==> src/rtl/core/mrpt_pkg.sv <==
`timescale 1ns / 1ps
package mrpt_pkg;

  localparam int unsigned CandWidth = 32;
  localparam int unsigned NumWitnesses = 6;

  typedef enum logic [3:0] {
    ST_IDLE,
    ST_SMALL,
    ST_SPLIT,
    ST_WIT,
    ST_EXP_MUL,
    ST_EXP_SQR,
    ST_EXP_NEXT,
    ST_CHECK,
    ST_SQ_LOOP,
    ST_DONE
  } mrpt_state_e;

  typedef enum logic [1:0] {
    OP_NONE,
    OP_START
  } mrpt_op_e;

  function automatic logic [3:0] witness_val(input logic [2:0] idx);
    logic [3:0] v;
    v = 4'd2;
    case (idx)
      3'd0: v = 4'd2;
      3'd1: v = 4'd3;
      3'd2: v = 4'd5;
      3'd3: v = 4'd7;
      3'd4: v = 4'd11;
      3'd5: v = 4'd13;
      default: v = 4'd2;
    endcase
    return v;
  endfunction

endpackage

==> src/rtl/core/mrpt_mulmod.sv <==
`timescale 1ns / 1ps
// Shift-and-add modular multiplier: one bit of b per cycle, MSB first.
module mrpt_mulmod
  import mrpt_pkg::*;
#(
  parameter int unsigned W = 32
) (
  input  logic         clk_i,
  input  logic         rst_ni,
  input  logic         start_i,
  input  logic [W-1:0] a_i,
  input  logic [W-1:0] b_i,
  input  logic [W-1:0] n_i,
  output logic         busy_o,
  output logic         done_o,
  output logic [W-1:0] p_o
);
  localparam int unsigned CntW = $clog2(W + 1);

  logic [W-1:0]    acc_q, acc_d, a_q, b_q, b_d, n_q;
  logic [CntW-1:0] cnt_q, cnt_d;
  logic            busy_q, busy_d, done_q, done_d;
  logic [W:0]      dbl, dbl_r, add, add_r;

  always_comb begin
    dbl   = {acc_q, 1'b0};
    dbl_r = (dbl >= {1'b0, n_q}) ? dbl - {1'b0, n_q} : dbl;
    add   = dbl_r + {1'b0, a_q};
    add_r = (add >= {1'b0, n_q}) ? add - {1'b0, n_q} : add;
    acc_d  = acc_q;
    b_d    = b_q;
    cnt_d  = cnt_q;
    busy_d = busy_q;
    done_d = 1'b0;
    if (start_i) begin
      acc_d  = '0;
      b_d    = b_i;
      cnt_d  = CntW'(W);
      busy_d = 1'b1;
    end else if (busy_q) begin
      acc_d = b_q[W-1] ? add_r[W-1:0] : dbl_r[W-1:0];
      b_d   = {b_q[W-2:0], 1'b0};
      cnt_d = cnt_q - 1'b1;
      if (cnt_q == CntW'(1)) begin
        busy_d = 1'b0;
        done_d = 1'b1;
      end
    end
  end

  always_ff @(posedge clk_i or negedge rst_ni) begin
    if (!rst_ni) begin
      busy_q <= 1'b0;
      done_q <= 1'b0;
      cnt_q  <= '0;
    end else begin
      busy_q <= busy_d;
      done_q <= done_d;
      cnt_q  <= cnt_d;
    end
  end

  always_ff @(posedge clk_i) begin
    acc_q <= acc_d;
    b_q   <= b_d;
    if (start_i) begin
      a_q <= a_i;
      n_q <= n_i;
    end
  end

  assign busy_o = busy_q;
  assign done_o = done_q;
  assign p_o    = acc_q;
endmodule

==> config.mk <==
export PLATFORM = sky130hd
export DESIGN_NAME = mrpt_mulmod
export DESIGN_NICKNAME = d
export VERILOG_FILES = /design/src/rtl/core/mrpt_pkg.sv /design/src/rtl/core/mrpt_mulmod.sv
export SDC_FILE = /design/constraint.sdc
export NUM_CORES = 1
export LEC_CHECK = 0
export BUFFER_PORTS_ARGS = -buffer_cell sky130_fd_sc_hd__clkbuf_2
export CAP_MARGIN = 20
export CELL_PAD_IN_SITES_DETAIL_PLACEMENT = 0
export CELL_PAD_IN_SITES_GLOBAL_PLACEMENT = 1
export CORE_MARGIN = 8
export CORE_UTILIZATION = 44
export DETAILED_ROUTE_END_ITERATION = 10
export PLACE_DENSITY = 0.85
export SLEW_MARGIN = 10
export SYNTH_ARGS = -nofsm -noshare
export SYNTH_HDL_FRONTEND = slang
export SYNTH_SLANG_ARGS = --single-unit
==> constraint.sdc <==
create_clock -name clk_i -period 14.8 [get_ports clk_i]
set_clock_uncertainty 0.05 [all_clocks]
set_input_delay 0.74 -clock clk_i [delete_from_list [all_inputs] [get_ports clk_i]]
set_output_delay 0.74 -clock clk_i [all_outputs]
set_load 0.05 [all_outputs]
==> impl_metrics.toml <==
[layout]
syn2layout_area_growth_pct = 15.0
drive_gt1_share_pct = 17.0
layout_common_cells = "clkbuf_2, a21oi_1, nand2_1, ha_1, edfxtp_1"
n_antenna_cell = 0
utilization_pct = 51.2
fillers = 2256
nNetsFinal = 1500
layout_commonest_cell = "clkbuf_2"

[clocking]
clock_latency_ns = 0.44
clockBufferDepth = 2
cts-resized-gates = 0
postCtsSetupRepairBufs = 0
cts_tree = "built"
clk_pin_slew_ns = 0.06
cts_max_level = 4
root_buffer = "clkbuf_16"
cts_buffers = 17
cts.sinks = 136
hold_buffers = 0

[detailed_routing]
ant_nets = 0
drt_drc_violations_left = 0
wire_per_inst_um = 21.2
drt_first_pass_iters = 5
routed_wl_mm = 34.8
drt-initial-drc-count = 918
vias = 9742
via_per_inst = 5.95

[global_route]
use_met3_pct = 5.62
grt_max_degree = 72
antenna_found_initial = 0
grt_util_met1_pct = 31.0
grt_pass1_wl_mm = 53.3
grt_pass1_vias = 9387
grt_util_met2_pct = 36.5
grt_overflow = 0
globalRoute.busiestLayer = "met2"
grtUsageTotal_pct = 23.4

[sta]
period_share_pct = 64.9
hold_violations = 0
worstMarginPinSlew_ns = 0.932
period_needed_ns = 9.60
setup_violations = 0
max_slew_margin_pct = 37.5
finalSetupTns_ns = 0
maxSlewViolCount = 0
hold_ws_ns = 0.0893
max_freq_mhz = 104
rsz0062_at_grt = "false"
fin_ws_ns = 5.20

[synthesis]
synth.net_count = 1379
synth_edf_count = 96
synth_top_area_cell = "edfxtp_1"
yosysUniqueCellTypes = 77
synth_area_um2 = 10800
avgSynthCellArea_um2 = 9.13
synthTopCellsByArea = "edfxtp_1, ha_1, dfxtp_1"
synth.yosys.seq_area_share_pct = 34.6
syn_inst = 1179
synth_flop_cell = "edfxtp_1"
synth_top_area_share_pct = 26.8
async_flop_share_pct = 5.88
yosys_warnings = 0
synth-seq-cells = 136

[worst_setup_path]
cpPeakStageDelay_ns = 0.81
slowest_stage = "o21ai_1"
startpoint_type = "register"
crit_path_frequent_cell = "ha_1"
cp-startpoint = "n_q[2]"
reg2reg_to = "p_o[3]"
arrival_ns = 9.88
reg2reg_slack_ns = 5.20
crit_path_end_kind = "register"
crit_required_ns = 15.08
r2r_cells = 29
endpoint = "p_o[3]"
worstReg2RegStart = "n_q[2]"
cp_max_fo = 10
criticalPathCategory = "reg -> reg"

[run_status]
outcome = "finished, final reports clean"

[placed_design]
post-dp-hpwl_mm = 26.5
pre_cts_ws_ns = 5.55
io_buffers = 132
gp_congestion = 0.973

[floorplan]
initial_core_util_pct = 44.5
die-height_um = 172
die-area_um2 = 29700
ios = 133
die_x_um = 172
rows = 57
core_um2 = 24200

[flow_run]
cap_violations = 0

[worst_hold_path]
hold_class = "in -> async"
-- state kept, by name, summed over array words and instances, names as in the netlist --
signal and cells:
busy_o 1, p_o 32, a_q 32, n_q 32, done_o 1, b_q 32
cnt_q 6
-- per-stage QoR --
step | cell area, um^2 | instances
detailed placement | 11800 | 1605
global route | 12400 | 1637
floorplan | 10800 | 1179
global placement | 11700 | 1604
CTS | 12400 | 1637
finish | 12400 | 1637
-- cells in the mapped netlist (all sizes together) (17+ instances only) --
| master | number |
|---|---|
| xnor2 | 47 |
| nand3 | 20 |
| inv | 60 |
| dfxtp | 32 |
| ha | 98 |
| nand2 | 103 |
| a21oi | 104 |
| clkbuf | 29 |
| edfxtp | 96 |
| xor2 | 35 |
| nor3 | 18 |
| a211oi | 26 |
| o21ai | 96 |
| o21a | 17 |
| a21o | 40 |
| nor2 | 80 |
| mux2 | 37 |
-- cell families after synthesis --
| kind of cell | Yosys count | share of synthesized area (%) |
|---|---|---|
| XOR/XNOR | 84 | 7.11 |
| buffers and inverters | 99 | 3.56 |
| AND/OR/NAND/NOR | 311 | 13.8 |
| AO/OA/AOI/OAI | 397 | 23.9 |
| flip-flops | 136 | 34.6 |
| adder cells (fa/ha/maj) | 101 | 11.9 |
| multiplexers | 51 | 5.17 |
-- worst min path at each step --
stage,startpoint,to,cells after the start
3_3_place_gp,p_o[11],p_o[11],2
6_report,rst_ni,cnt_q[3],1
2_1_floorplan,rst_ni,busy_o,0
5_1_grt,rst_ni,done_o,1
3_5_place_dp,p_o[11],p_o[11],2
4_1_cts,rst_ni,cnt_q[3],1
-- critical path, delay by kind of cell, from the launching register on --
family                     cells  cell delay [ns]
AOI/OAI and AO/OA             15             4.76
xor gates and xnor gates       1             0.22
adders and majority gates      3             1.05
buffers and inverters          1             0.06
DFF                            1             0.33
muxes                          1             0.43
and+or+nand+nor                8             2.58
-- per-layer routing --
layer	vias up	wire [um]
met5	-	0
li1	4668	-
met3	85	3220
met2	443	15700
met4	0	1100
met1	4546	14800
-- final cells by class --
type / instances / area, um^2 / area share, %
inverters: 61 / 229 / 1.85
well taps: 324 / 405 / 3.27
repair buffers: 140 / 743 / 6.00
clock inverters: 15 / 193 / 1.56
multi-input cells: 944 / 6660 / 53.8
flip-flops and latches: 136 / 3720 / 30.1
clock buffers: 17 / 425 / 3.44
Power is left out: the tool's default activity adds up to more than one toggle a clock period on the data nets, which glitch-free logic cannot reach.
